## config.mk

```make
export PLATFORM = sky130hd
export DESIGN_NAME = delimited_frame_receiver_xor_check_flat
export DESIGN_NICKNAME = d
export VERILOG_FILES = /design/src/hw/rtl/frx_pkg.sv /design/src/hw/rtl/frx_if.sv /design/src/hw/rtl/frx_ram.sv /design/src/hw/rtl/frx_parser.sv /design/src/hw/rtl/frx_seq.sv /design/src/hw/rtl/delimited_frame_receiver_xor_check.sv /design/src/flat_wrapper.sv
export SDC_FILE = /design/constraint.sdc
export NUM_CORES = 1
export LEC_CHECK = 0
export BUFFER_PORTS_ARGS = -buffer_cell sky130_fd_sc_hd__buf_2
export CAP_MARGIN = 20
export CORE_MARGIN = 2
export CORE_UTILIZATION = 60
export CTS_CLUSTER_SIZE = 24
export DETAILED_ROUTE_END_ITERATION = 6
export GPL_TIMING_DRIVEN = 0
export PLACE_DENSITY = 0.77
export SYNTH_ARGS = -nofsm -noshare
export SYNTH_HDL_FRONTEND = slang
export SYNTH_HIERARCHICAL = 1
export SYNTH_SLANG_ARGS = --single-unit
```

## constraint.sdc

```tcl
create_clock -name clk -period 6.85 [get_ports clk]
set_input_delay 0.685 -clock clk [delete_from_list [all_inputs] [get_ports clk]]
set_output_delay 0.685 -clock clk [all_outputs]
set_load 0.03 [all_outputs]
```

## src/hw/rtl/frx_pkg.sv

```systemverilog
// Shared types and constants for the delimited frame receiver.
// Used by the channel interfaces, the parser, the readout sequencer and the top level.
// No dependencies.
`default_nettype none

package frx_pkg;

  // Store geometry: default depth and the count width that covers the largest depth
  localparam int unsigned STORE_DEPTH_DEF = 64;
  localparam int unsigned STORE_DEPTH_MAX = 64;
  localparam int unsigned FILL_MAX_W      = $clog2(STORE_DEPTH_MAX + 1);

  // Field widths
  localparam int unsigned BYTE_W    = 8;
  localparam int unsigned STATUS_W  = 2;
  localparam int unsigned IDX_W     = 6;
  localparam int unsigned COUNT_W   = 32;
  localparam int unsigned CFG_IDX_W = 2;

  // Marker reset values
  localparam logic [BYTE_W-1:0] START_CHAR_RST = 8'h24;
  localparam logic [BYTE_W-1:0] CHECK_CHAR_RST = 8'h2A;
  localparam logic [BYTE_W-1:0] END_CHAR_RST   = 8'h25;

  // Result status codes
  typedef enum logic [STATUS_W-1:0] {
    ST_DATA = 2'd0,
    ST_CSUM = 2'd1,
    ST_LEN  = 2'd2
  } status_t;

  // Configuration register indexes
  typedef enum logic [CFG_IDX_W-1:0] {
    REG_START_CHAR = 2'd0,
    REG_CHECK_CHAR = 2'd1,
    REG_END_CHAR   = 2'd2
  } cfg_reg_t;

  // Readout sequencer states
  typedef enum logic [2:0] {
    S_IDLE,
    S_LEN,
    S_LENCHK,
    S_XOR,
    S_CMP,
    S_RD,
    S_OUT,
    S_ERR
  } seq_state_t;

  // Frame-complete request from the parser to the sequencer
  typedef struct packed {
    logic                  valid;
    logic [FILL_MAX_W-1:0] fill;
  } frame_req_t;

endpackage

`default_nettype wire

```

## src/hw/rtl/frx_if.sv

```systemverilog
// Valid/ready channel interfaces for received bytes and for result items.
// Depends on frx_pkg for field widths.
`default_nettype none

interface frx_in_if;
  logic                        valid;
  logic                        ready;
  logic [frx_pkg::BYTE_W-1:0]  rx_byte;

  modport source (output valid, output rx_byte, input ready);
  modport sink   (input valid, input rx_byte, output ready);
endinterface

interface frx_out_if;
  logic                          valid;
  logic                          ready;
  logic [frx_pkg::STATUS_W-1:0]  status;
  logic [frx_pkg::BYTE_W-1:0]    data_byte;
  logic [frx_pkg::IDX_W-1:0]     byte_index;
  logic                          last;
  logic [frx_pkg::COUNT_W-1:0]   good_frames;
  logic [frx_pkg::COUNT_W-1:0]   bad_frames;

  modport source (output valid, output status, output data_byte, output byte_index,
                  output last, output good_frames, output bad_frames, input ready);
  modport sink   (input valid, input status, input data_byte, input byte_index,
                  input last, input good_frames, input bad_frames, output ready);
endinterface

`default_nettype wire

```

## src/hw/rtl/frx_ram.sv

```systemverilog
// Generic single-write, single-read RAM with a registered read port.
// No dependencies.
`default_nettype none

module frx_ram #(
  parameter int unsigned WIDTH = 8,
  parameter int unsigned DEPTH = 64
) (
  input  wire logic                     clk,
  input  wire logic                     we,
  input  wire logic [$clog2(DEPTH)-1:0] waddr,
  input  wire logic [WIDTH-1:0]         wdata,
  input  wire logic [$clog2(DEPTH)-1:0] raddr,
  output logic      [WIDTH-1:0]         rdata
);

  logic [WIDTH-1:0] mem [DEPTH];

  // Write port
  always_ff @(posedge clk) begin
    if (we) begin
      mem[waddr] <= wdata;
    end
  end

  // Registered read port
  always_ff @(posedge clk) begin
    rdata <= mem[raddr];
  end

endmodule

`default_nettype wire

```

## src/hw/rtl/frx_parser.sv

```systemverilog
// Byte parser: marker registers, frame flags, fill count and store writes.
// Depends on frx_pkg and frx_if; raises a frame request to the readout sequencer.
`default_nettype none

module frx_parser #(
  parameter int unsigned STORE_DEPTH = frx_pkg::STORE_DEPTH_DEF
) (
  input  wire logic                                 clk,
  input  wire logic                                 rst,
  input  wire logic                                 cfg_we,
  input  wire logic [frx_pkg::CFG_IDX_W-1:0]        cfg_index,
  input  wire logic [frx_pkg::BYTE_W-1:0]           cfg_data,
  frx_in_if.sink                                    rx,
  input  wire logic                                 busy,
  output logic                                      we,
  output logic [$clog2(STORE_DEPTH)-1:0]            waddr,
  output logic [frx_pkg::BYTE_W-1:0]                wdata,
  output frx_pkg::frame_req_t                       req
);

  localparam int unsigned AW = $clog2(STORE_DEPTH);
  localparam int unsigned CW = $clog2(STORE_DEPTH + 1);

  logic [frx_pkg::BYTE_W-1:0] start_char;
  logic [frx_pkg::BYTE_W-1:0] check_char;
  logic [frx_pkg::BYTE_W-1:0] end_char;
  logic [CW-1:0]              fill;
  logic [CW-1:0]              fill_next;
  logic                       start_seen;
  logic                       start_seen_next;
  logic                       check_seen;
  logic                       check_seen_next;
  logic                       accept;
  logic                       room;
  logic                       is_start;
  logic                       is_check;
  logic                       is_end;
  logic [CW-1:0]              fill_push;

  // Hold input while a frame is being read out
  assign rx.ready = !busy;
  assign accept   = rx.valid && !busy;
  assign room     = fill < CW'(STORE_DEPTH);
  assign fill_push = room ? fill + CW'(1) : fill;

  // Classify the byte; start wins, then check, then end
  always_comb begin
    is_start = 1'b0;
    is_check = 1'b0;
    is_end   = 1'b0;
    priority if (rx.rx_byte == start_char) begin
      is_start = 1'b1;
    end else if (start_seen && rx.rx_byte == check_char) begin
      is_check = 1'b1;
    end else if (check_seen && rx.rx_byte == end_char) begin
      is_end = 1'b1;
    end
  end

  // Next flags and fill count
  always_comb begin
    fill_next       = fill;
    start_seen_next = start_seen;
    check_seen_next = check_seen;
    if (accept) begin
      priority if (is_start) begin
        start_seen_next = 1'b1;
        fill_next       = CW'(1);
      end else if (is_check) begin
        check_seen_next = 1'b1;
        fill_next       = fill_push;
      end else if (is_end) begin
        start_seen_next = 1'b0;
        check_seen_next = 1'b0;
        fill_next       = '0;
      end else begin
        fill_next = fill_push;
      end
    end
  end

  // Store write: a start byte always lands at entry zero
  assign we    = accept && (is_start || room);
  assign waddr = is_start ? '0 : fill[AW-1:0];
  assign wdata = rx.rx_byte;

  // Frame request carries the count after the end byte is stored or dropped
  assign req = '{valid: accept && !is_start && !is_check && is_end,
                 fill:  frx_pkg::FILL_MAX_W'(fill_push)};

  always_ff @(posedge clk) begin
    if (rst) begin
      start_char <= frx_pkg::START_CHAR_RST;
      check_char <= frx_pkg::CHECK_CHAR_RST;
      end_char   <= frx_pkg::END_CHAR_RST;
      fill       <= '0;
      start_seen <= 1'b0;
      check_seen <= 1'b0;
    end else begin
      fill       <= fill_next;
      start_seen <= start_seen_next;
      check_seen <= check_seen_next;
      // Register writes; unknown indexes are dropped
      if (cfg_we) begin
        unique case (cfg_index)
          frx_pkg::REG_START_CHAR: start_char <= cfg_data;
          frx_pkg::REG_CHECK_CHAR: check_char <= cfg_data;
          frx_pkg::REG_END_CHAR:   end_char   <= cfg_data;
          default: ;
        endcase
      end
    end
  end

endmodule

`default_nettype wire

```

## src/hw/rtl/frx_seq.sv

```systemverilog
// Readout sequencer: length check, XOR pass, payload emission from the store and error items.
// Depends on frx_pkg and frx_if; reads the store through the RAM read port.
`default_nettype none

module frx_seq #(
  parameter int unsigned STORE_DEPTH = frx_pkg::STORE_DEPTH_DEF
) (
  input  wire logic                                 clk,
  input  wire logic                                 rst,
  input  wire frx_pkg::frame_req_t                  req,
  input  wire logic [frx_pkg::BYTE_W-1:0]           rdata,
  output logic [$clog2(STORE_DEPTH)-1:0]            raddr,
  output logic                                      busy,
  frx_out_if.source                                 result
);

  localparam int unsigned AW = $clog2(STORE_DEPTH);
  localparam int unsigned CW = $clog2(STORE_DEPTH + 1);

  frx_pkg::seq_state_t         state;
  frx_pkg::seq_state_t         state_next;
  frx_pkg::status_t            err_code;
  logic [CW-1:0]               n_r;
  logic [CW-1:0]               len_r;
  logic [CW-1:0]               cnt;
  logic [frx_pkg::BYTE_W-1:0]  x;
  logic                        rd_vld;
  logic [frx_pkg::COUNT_W-1:0] good_count;
  logic [frx_pkg::COUNT_W-1:0] bad_count;

  logic                        out_valid;
  frx_pkg::status_t            out_status;
  logic [frx_pkg::BYTE_W-1:0]  out_data;
  logic [frx_pkg::IDX_W-1:0]   out_idx;
  logic                        out_last;
  logic [frx_pkg::COUNT_W-1:0] out_good;
  logic [frx_pkg::COUNT_W-1:0] out_bad;

  logic                        slot_free;
  logic                        short_frame;
  logic                        len_bad;
  logic                        xor_more;
  logic                        load_data;
  logic                        load_err;

  assign slot_free   = !out_valid || result.ready;
  assign short_frame = req.fill < frx_pkg::FILL_MAX_W'(2);
  assign len_bad     = ({1'b0, rdata} + 9'd5) > 9'(n_r);
  assign xor_more    = cnt < len_r;
  assign busy        = state != frx_pkg::S_IDLE;

  // Next state
  always_comb begin
    state_next = state;
    unique case (state)
      frx_pkg::S_IDLE: begin
        if (req.valid) begin
          state_next = short_frame ? frx_pkg::S_ERR : frx_pkg::S_LEN;
        end
      end
      frx_pkg::S_LEN:    state_next = frx_pkg::S_LENCHK;
      frx_pkg::S_LENCHK: state_next = len_bad ? frx_pkg::S_ERR : frx_pkg::S_XOR;
      frx_pkg::S_XOR: begin
        if (!xor_more) begin
          state_next = frx_pkg::S_CMP;
        end
      end
      frx_pkg::S_CMP: begin
        priority if (x != rdata) begin
          state_next = frx_pkg::S_ERR;
        end else if (len_r == '0) begin
          state_next = frx_pkg::S_IDLE;
        end else begin
          state_next = frx_pkg::S_RD;
        end
      end
      frx_pkg::S_RD: state_next = frx_pkg::S_OUT;
      frx_pkg::S_OUT: begin
        if (slot_free) begin
          state_next = (cnt + CW'(1) == len_r) ? frx_pkg::S_IDLE : frx_pkg::S_RD;
        end
      end
      frx_pkg::S_ERR: begin
        if (slot_free) begin
          state_next = frx_pkg::S_IDLE;
        end
      end
      default: state_next = frx_pkg::S_IDLE;
    endcase
  end

  // Read address and output loads
  always_comb begin
    raddr     = '0;
    load_data = 1'b0;
    load_err  = 1'b0;
    unique case (state)
      frx_pkg::S_LEN: raddr = AW'(1);
      frx_pkg::S_XOR: raddr = xor_more ? AW'(cnt + CW'(2)) : AW'(len_r + CW'(3));
      frx_pkg::S_RD:  raddr = AW'(cnt + CW'(2));
      frx_pkg::S_OUT: begin
        raddr     = AW'(cnt + CW'(2));
        load_data = slot_free;
      end
      frx_pkg::S_ERR: load_err = slot_free;
      default: raddr = '0;
    endcase
  end

  // Control and counters
  always_ff @(posedge clk) begin
    if (rst) begin
      state      <= frx_pkg::S_IDLE;
      rd_vld     <= 1'b0;
      good_count <= '0;
      bad_count  <= '0;
      out_valid  <= 1'b0;
    end else begin
      state  <= state_next;
      rd_vld <= (state == frx_pkg::S_XOR) && xor_more;
      if (load_data || load_err) begin
        out_valid <= 1'b1;
      end else if (result.ready) begin
        out_valid <= 1'b0;
      end
      if ((state == frx_pkg::S_IDLE && req.valid && short_frame) ||
          (state == frx_pkg::S_LENCHK && len_bad) ||
          (state == frx_pkg::S_CMP && x != rdata)) begin
        bad_count <= bad_count + 1'b1;
      end
      if (state == frx_pkg::S_CMP && x == rdata) begin
        good_count <= good_count + 1'b1;
      end
    end
  end

  // Frame working registers and output payload
  always_ff @(posedge clk) begin
    unique case (state)
      frx_pkg::S_IDLE: begin
        n_r      <= req.fill[CW-1:0];
        err_code <= frx_pkg::ST_LEN;
      end
      frx_pkg::S_LENCHK: begin
        len_r <= rdata[CW-1:0];
        cnt   <= '0;
        x     <= '0;
      end
      frx_pkg::S_XOR: begin
        if (rd_vld) begin
          x <= x ^ rdata;
        end
        if (xor_more) begin
          cnt <= cnt + CW'(1);
        end
      end
      frx_pkg::S_CMP: begin
        cnt      <= '0;
        err_code <= frx_pkg::ST_CSUM;
      end
      frx_pkg::S_OUT: begin
        if (slot_free) begin
          cnt <= cnt + CW'(1);
        end
      end
      default: ;
    endcase
    if (load_data) begin
      out_status <= frx_pkg::ST_DATA;
      out_data   <= rdata;
      out_idx    <= frx_pkg::IDX_W'(cnt);
      out_last   <= cnt + CW'(1) == len_r;
      out_good   <= good_count;
      out_bad    <= bad_count;
    end else if (load_err) begin
      out_status <= err_code;
      out_data   <= '0;
      out_idx    <= '0;
      out_last   <= 1'b1;
      out_good   <= good_count;
      out_bad    <= bad_count;
    end
  end

  assign result.valid       = out_valid;
  assign result.status      = out_status;
  assign result.data_byte   = out_data;
  assign result.byte_index  = out_idx;
  assign result.last        = out_last;
  assign result.good_frames = out_good;
  assign result.bad_frames  = out_bad;

endmodule

`default_nettype wire

```

## src/hw/rtl/delimited_frame_receiver_xor_check.sv

```systemverilog
// Delimited frame receiver with XOR check.
// Channels: rx takes one received byte per transfer; result gives payload bytes with a
// last mark, or a single error item, along with the good and bad frame counts.
// Configuration: cfg_we / cfg_index / cfg_data set the start, check and end markers;
// write them only while the block is idle.
// Every byte, markers included, is written into the frame store (one RAM with a
// registered read port) at the cycle of its transfer while the store has room (a
// start byte always is); outside a frame end rx takes one byte per cycle. After an
// end byte that closes a frame, rx.ready drops while the readout sequencer reads the
// length, runs the XOR over the payload one entry per cycle and compares the
// checksum, ending with an error item at the first failed check; on a match it reads
// each payload byte and loads it into the output register once free. rx.ready returns
// once the sequencer is idle; a result stall holds it low while that register is full.
// A single output register sits on result, so a finished item may wait there while
// rx takes bytes. Reset (rst, synchronous) restores the default markers, clears the
// flags, fill count and frame counts; store contents are not cleared.
`default_nettype none

module delimited_frame_receiver_xor_check #(
  parameter int unsigned STORE_DEPTH = frx_pkg::STORE_DEPTH_DEF
) (
  input  wire logic                          clk,
  input  wire logic                          rst,
  input  wire logic                          cfg_we,
  input  wire logic [frx_pkg::CFG_IDX_W-1:0] cfg_index,
  input  wire logic [frx_pkg::BYTE_W-1:0]    cfg_data,
  frx_in_if.sink                             rx,
  frx_out_if.source                          result
);

  localparam int unsigned AW = $clog2(STORE_DEPTH);

  logic                       we;
  logic [AW-1:0]              waddr;
  logic [frx_pkg::BYTE_W-1:0] wdata;
  logic [AW-1:0]              raddr;
  logic [frx_pkg::BYTE_W-1:0] rdata;
  logic                       busy;
  frx_pkg::frame_req_t        req;

  frx_parser #(
    .STORE_DEPTH(STORE_DEPTH)
  ) u_parser (
    .clk      (clk),
    .rst      (rst),
    .cfg_we   (cfg_we),
    .cfg_index(cfg_index),
    .cfg_data (cfg_data),
    .rx       (rx),
    .busy     (busy),
    .we       (we),
    .waddr    (waddr),
    .wdata    (wdata),
    .req      (req)
  );

  frx_ram #(
    .WIDTH(frx_pkg::BYTE_W),
    .DEPTH(STORE_DEPTH)
  ) u_store (
    .clk  (clk),
    .we   (we),
    .waddr(waddr),
    .wdata(wdata),
    .raddr(raddr),
    .rdata(rdata)
  );

  frx_seq #(
    .STORE_DEPTH(STORE_DEPTH)
  ) u_seq (
    .clk   (clk),
    .rst   (rst),
    .req   (req),
    .rdata (rdata),
    .raddr (raddr),
    .busy  (busy),
    .result(result)
  );

`ifndef SYNTHESIS
  // A frame request only comes with a byte transfer
  a_req_on_transfer: assert property (@(posedge clk) disable iff (rst)
    req.valid |-> (rx.valid && rx.ready))
    else $error("frame request without a byte transfer");

  // A frame request starts the readout
  a_req_busy: assert property (@(posedge clk) disable iff (rst)
    req.valid |=> busy)
    else $error("frame request did not start readout");

  // No store write while the sequencer reads the store
  a_no_write_busy: assert property (@(posedge clk) disable iff (rst)
    busy |-> !we)
    else $error("store written during readout");

  // Error items are always the final item of a frame
  a_err_last: assert property (@(posedge clk) disable iff (rst)
    (result.valid && result.status != frx_pkg::ST_DATA) |-> result.last)
    else $error("error item without last mark");
`endif

endmodule

`default_nettype wire

```

## src/flat_wrapper.sv

```systemverilog
// flat-port wrapper written by rule: the top's interface ports become plain ports
module delimited_frame_receiver_xor_check_flat 
#(
  parameter int unsigned STORE_DEPTH = frx_pkg::STORE_DEPTH_DEF
)
  (clk, rst, cfg_we, cfg_index, cfg_data, rx_valid, rx_rx_byte, rx_ready, result_valid, result_status, result_data_byte, result_byte_index, result_last, result_good_frames, result_bad_frames, result_ready);
  frx_in_if rx_i ();
  frx_out_if result_i ();
  input  wire logic clk;
  input  wire logic rst;
  input  wire logic cfg_we;
  input  wire logic [frx_pkg::CFG_IDX_W-1:0] cfg_index;
  input  wire logic [frx_pkg::BYTE_W-1:0] cfg_data;
  input wire logic [$bits(rx_i.valid)-1:0] rx_valid;
  input wire logic [$bits(rx_i.rx_byte)-1:0] rx_rx_byte;
  output wire logic [$bits(rx_i.ready)-1:0] rx_ready;
  output wire logic [$bits(result_i.valid)-1:0] result_valid;
  output wire logic [$bits(result_i.status)-1:0] result_status;
  output wire logic [$bits(result_i.data_byte)-1:0] result_data_byte;
  output wire logic [$bits(result_i.byte_index)-1:0] result_byte_index;
  output wire logic [$bits(result_i.last)-1:0] result_last;
  output wire logic [$bits(result_i.good_frames)-1:0] result_good_frames;
  output wire logic [$bits(result_i.bad_frames)-1:0] result_bad_frames;
  input wire logic [$bits(result_i.ready)-1:0] result_ready;
  assign rx_i.valid = rx_valid;
  assign rx_i.rx_byte = rx_rx_byte;
  assign rx_ready = rx_i.ready;
  assign result_valid = result_i.valid;
  assign result_status = result_i.status;
  assign result_data_byte = result_i.data_byte;
  assign result_byte_index = result_i.byte_index;
  assign result_last = result_i.last;
  assign result_good_frames = result_i.good_frames;
  assign result_bad_frames = result_i.bad_frames;
  assign result_i.ready = result_ready;
  delimited_frame_receiver_xor_check #(.STORE_DEPTH(STORE_DEPTH)) u_core (.clk(clk), .rst(rst), .cfg_we(cfg_we), .cfg_index(cfg_index), .cfg_data(cfg_data), .rx(rx_i), .result(result_i));
endmodule
```

==> flow_summary.toml <==
[floorplan]
dieArea_mm2 = 0.0524
dieHeight_um = 229
die_w_um = 229
start_util = 0.606
rows = 82
core_area_mm2 = 0.0501
ios = 106

[worst_hold_path]
min_path_type = "primary input to register"

[routing]
first_iter_violations = 2043
firstDrtPassIters = 7
totalWireLength_mm = 69.0
via_per_inst = 6.26
vias = 17500
ant_nets = 0
remaining_drc_errors = 2
avgRoutedWirePerCell_um = 24.7

[yosys]
async_flop_share = 0
syn_area_per_cell_um2 = 16.2
synth-main-ff-cell = "edfxtp_1"
synthTopCellsByArea = "edfxtp_1, mux4_2, dfxtp_1"
yosysTopAreaCellShare = 0.616
synthCells = 1872
synth-edff-count = 622
ys_ff_latch = 734
ys.warnings.count = 6
synth_cell_types = 81
synth_area_mm2 = 0.0303
synth_nets = 1917
yosys.area.top_type = "edfxtp_1"
ys_seq_area_frac = 0.690

[pwr]
p_leak_nw = 11.3
ir_drop_uv = 215
power_density_mw_per_mm2 = 345

[clocking]
cts_setup_buffers = 0
clock_sinks = 734
cts_hold_buf = 0
clockBufferDepth = 3
clock-root-buffer = "clkbuf_16"
cts_tree = "built"
path_clk_slew_ns = 0.06
cts_resized = 0
htree_levels = 3
numCtsBuffers = 75
clk-insertion-delay-late_ns = 0.62

[sta]
hold_viol_final = 0
slew_viol_final = 0
worst_slack_ns = 1.74
setup_tns_ns = 0
rsz0062_at_grt = "no"
fmax_ghz = 0.196
min_period_over_period = 0.747
fin_skew_ns = 0.0141
finalSetupViolations = 0
period_minus_slack_ns = 5.11
slew_headroom = 0.339
tightestPinTransition_ns = 0.992

[worst_setup_path]
critPathKind = "register to register"
worstPathMaxFanout = 10
endpoint_kind = "register"
start_kind = "register"
cp_data_arrival_time_ns = 5.57
required_ns = 7.30

[cells_and_area]
stdcell_count = 2791
n_fill_cell = 3351
areaGrowthSynthToFinish_pct = 12.8
nNetsFinal = 2105
drive_gt1_frac = 0.216

[status]
outcome = "finished, violations left"
violations = "DRC"

[placed_design]
hpwl_mm = 45.0
gp_congestion = 0.905
port_buffers = 105
dp_cells = 2653
pre_cts_ws_ns = 1.82

[flow_run]
maxCapViolCount = 0

[grt]
grt_pass1_vias = 17400
antenna_found_initial = 0
grt_pass1_wl_mm = 104
grt_max_degree = 65
grt.total_usage = 0.267
grt_overflow = 0
-- where the power goes --
| part | switching [mW] | leakage (nW) | internal (mW) |
|---|---|---|---|
| Clock | 1.63 | 1.18 | 2.39 |
| Sequential | 0.128 | 6.52 | 5.03 |
| Combinational | 1.52 | 3.56 | 1.11 |
| Total | 3.28 | 11.3 | 8.53 |
-- cell usage in the layout, fill, tap and decap left out, types with 11 or more instances in the layout --
master	synthesis	final
edfxtp_1	622	622
nor2_1	205	204
buf_2	24	130
mux4_2	126	126
dfxtp_1	112	112
clkbuf_16	0	79
nand2_1	66	66
clkbuf_1	41	57
nand3_1	52	52
nor2b_1	51	51
xor2_1	45	45
xnor2_1	41	41
mux2i_1	38	38
a21oi_1	36	36
nand4_1	33	33
inv_1	29	29
buf_4	24	27
and2_1	23	23
ha_1	22	22
o21ai_0	21	21
mux2_1	19	19
mux2_2	17	17
clkinv_1	0	16
nor3_1	15	15
and3_1	15	15
o22ai_1	13	13
nand2b_1	12	12
a211oi_1	11	11
-- stage by stage --
step            util  hold slack (ns)  power, mW  cell area (um^2)
6_report       0.683            0.299       11.8             34200
5_1_grt        0.683            0.287       12.2             34200
4_1_cts        0.683            0.273       11.9             34200
3_5_place_dp   0.634            0.414       7.86             31800
3_3_place_gp   0.633            0.413       7.81             31700
2_1_floorplan      -            0.403       7.09             30300
-- path summary, 6_finish.rpt --
kind / start / end / slack, ns / cells past startpoint
worst max register to register: u_core/u_seq/len_r[4] / u_core/u_store/rdata[4] / 1.74 / 15
worst min-delay path: cfg_data[5] / u_core/u_parser/start_char[5] / 0.30 / 2
worst min register to register: u_core/u_store/rdata[3] / u_core/u_seq/len_r[3] / 0.45 / 0
worst max-delay path: u_core/u_seq/len_r[4] / u_core/u_store/rdata[4] / 1.74 / 15
-- cell type report --
class                      count  area [um^2]  area share
sequential                   734        20900       0.612
multi-input combinational   1001         8690       0.254
clock buffer                  97         2060      0.0604
tap                          672          841      0.0246
buffer                       107          619      0.0181
timing repair buffer         111          593      0.0173
clock inverter                38          365      0.0107
inverter                      30          113     0.00329
antenna                        1         2.50   0.0000732
-- flip-flops by register name, summed over array words and instances (netlist names), 32 cells and up --
name,count
u_core/u_store/mem,512
u_core/u_seq/result.bad_frames,32
u_core/u_seq/result.good_frames,32
u_core/u_seq/bad_count,32
u_core/u_seq/good_count,32
-- critical path, stage by stage (launching register included) --
cell and delay (ns):
edfxtp_1 0.51, inv_1 0.11, ha_1 0.22, or4_1 0.52
o22a_1 0.25, nor2_1 0.23, a21oi_1 0.15, o22ai_1 0.20
buf_4 0.24, buf_2 0.40, buf_1 0.79, nand2_1 0.34
o221ai_1 0.28, nor2_1 0.10, nor3_1 0.41, o32ai_1 0.21
-- cell usage after synthesis, types with 12 or more instances --
cell / count
buf_4: 24
mux2_2: 17
xnor2_1: 41
nand3_1: 52
nand4_1: 33
nor2_1: 205
dfxtp_1: 112
clkbuf_1: 41
mux4_2: 126
o22ai_1: 13
buf_2: 24
and3_1: 15
ha_1: 22
edfxtp_1: 622
mux2i_1: 38
mux2_1: 19
a21oi_1: 36
xor2_1: 45
nand2_1: 66
nor3_1: 15
o21ai_0: 21
inv_1: 29
nor2b_1: 51
and2_1: 23
nand2b_1: 12
-- per-layer routing --
layer / global-route usage / wire [um]
met1: 0.368 / 26700
met2: 0.433 / 33500
met3: 0.0463 / 6400
met4: 0.0986 / 2400
met5: 0 / 0
-- kinds of logic after synthesis --
group                      after synthesis  share of synthesized area
DFF                                    734                      0.690
muxes                                  208                      0.123
adders and majority gates               22                    0.00908
and+or+nand+nor                        512                     0.0847
AOI/OAI and AO/OA                      169                     0.0415
buffers and inverters                  137                     0.0241
xor gates and xnor gates                90                     0.0274
Power figures use the tool's default switching activity.
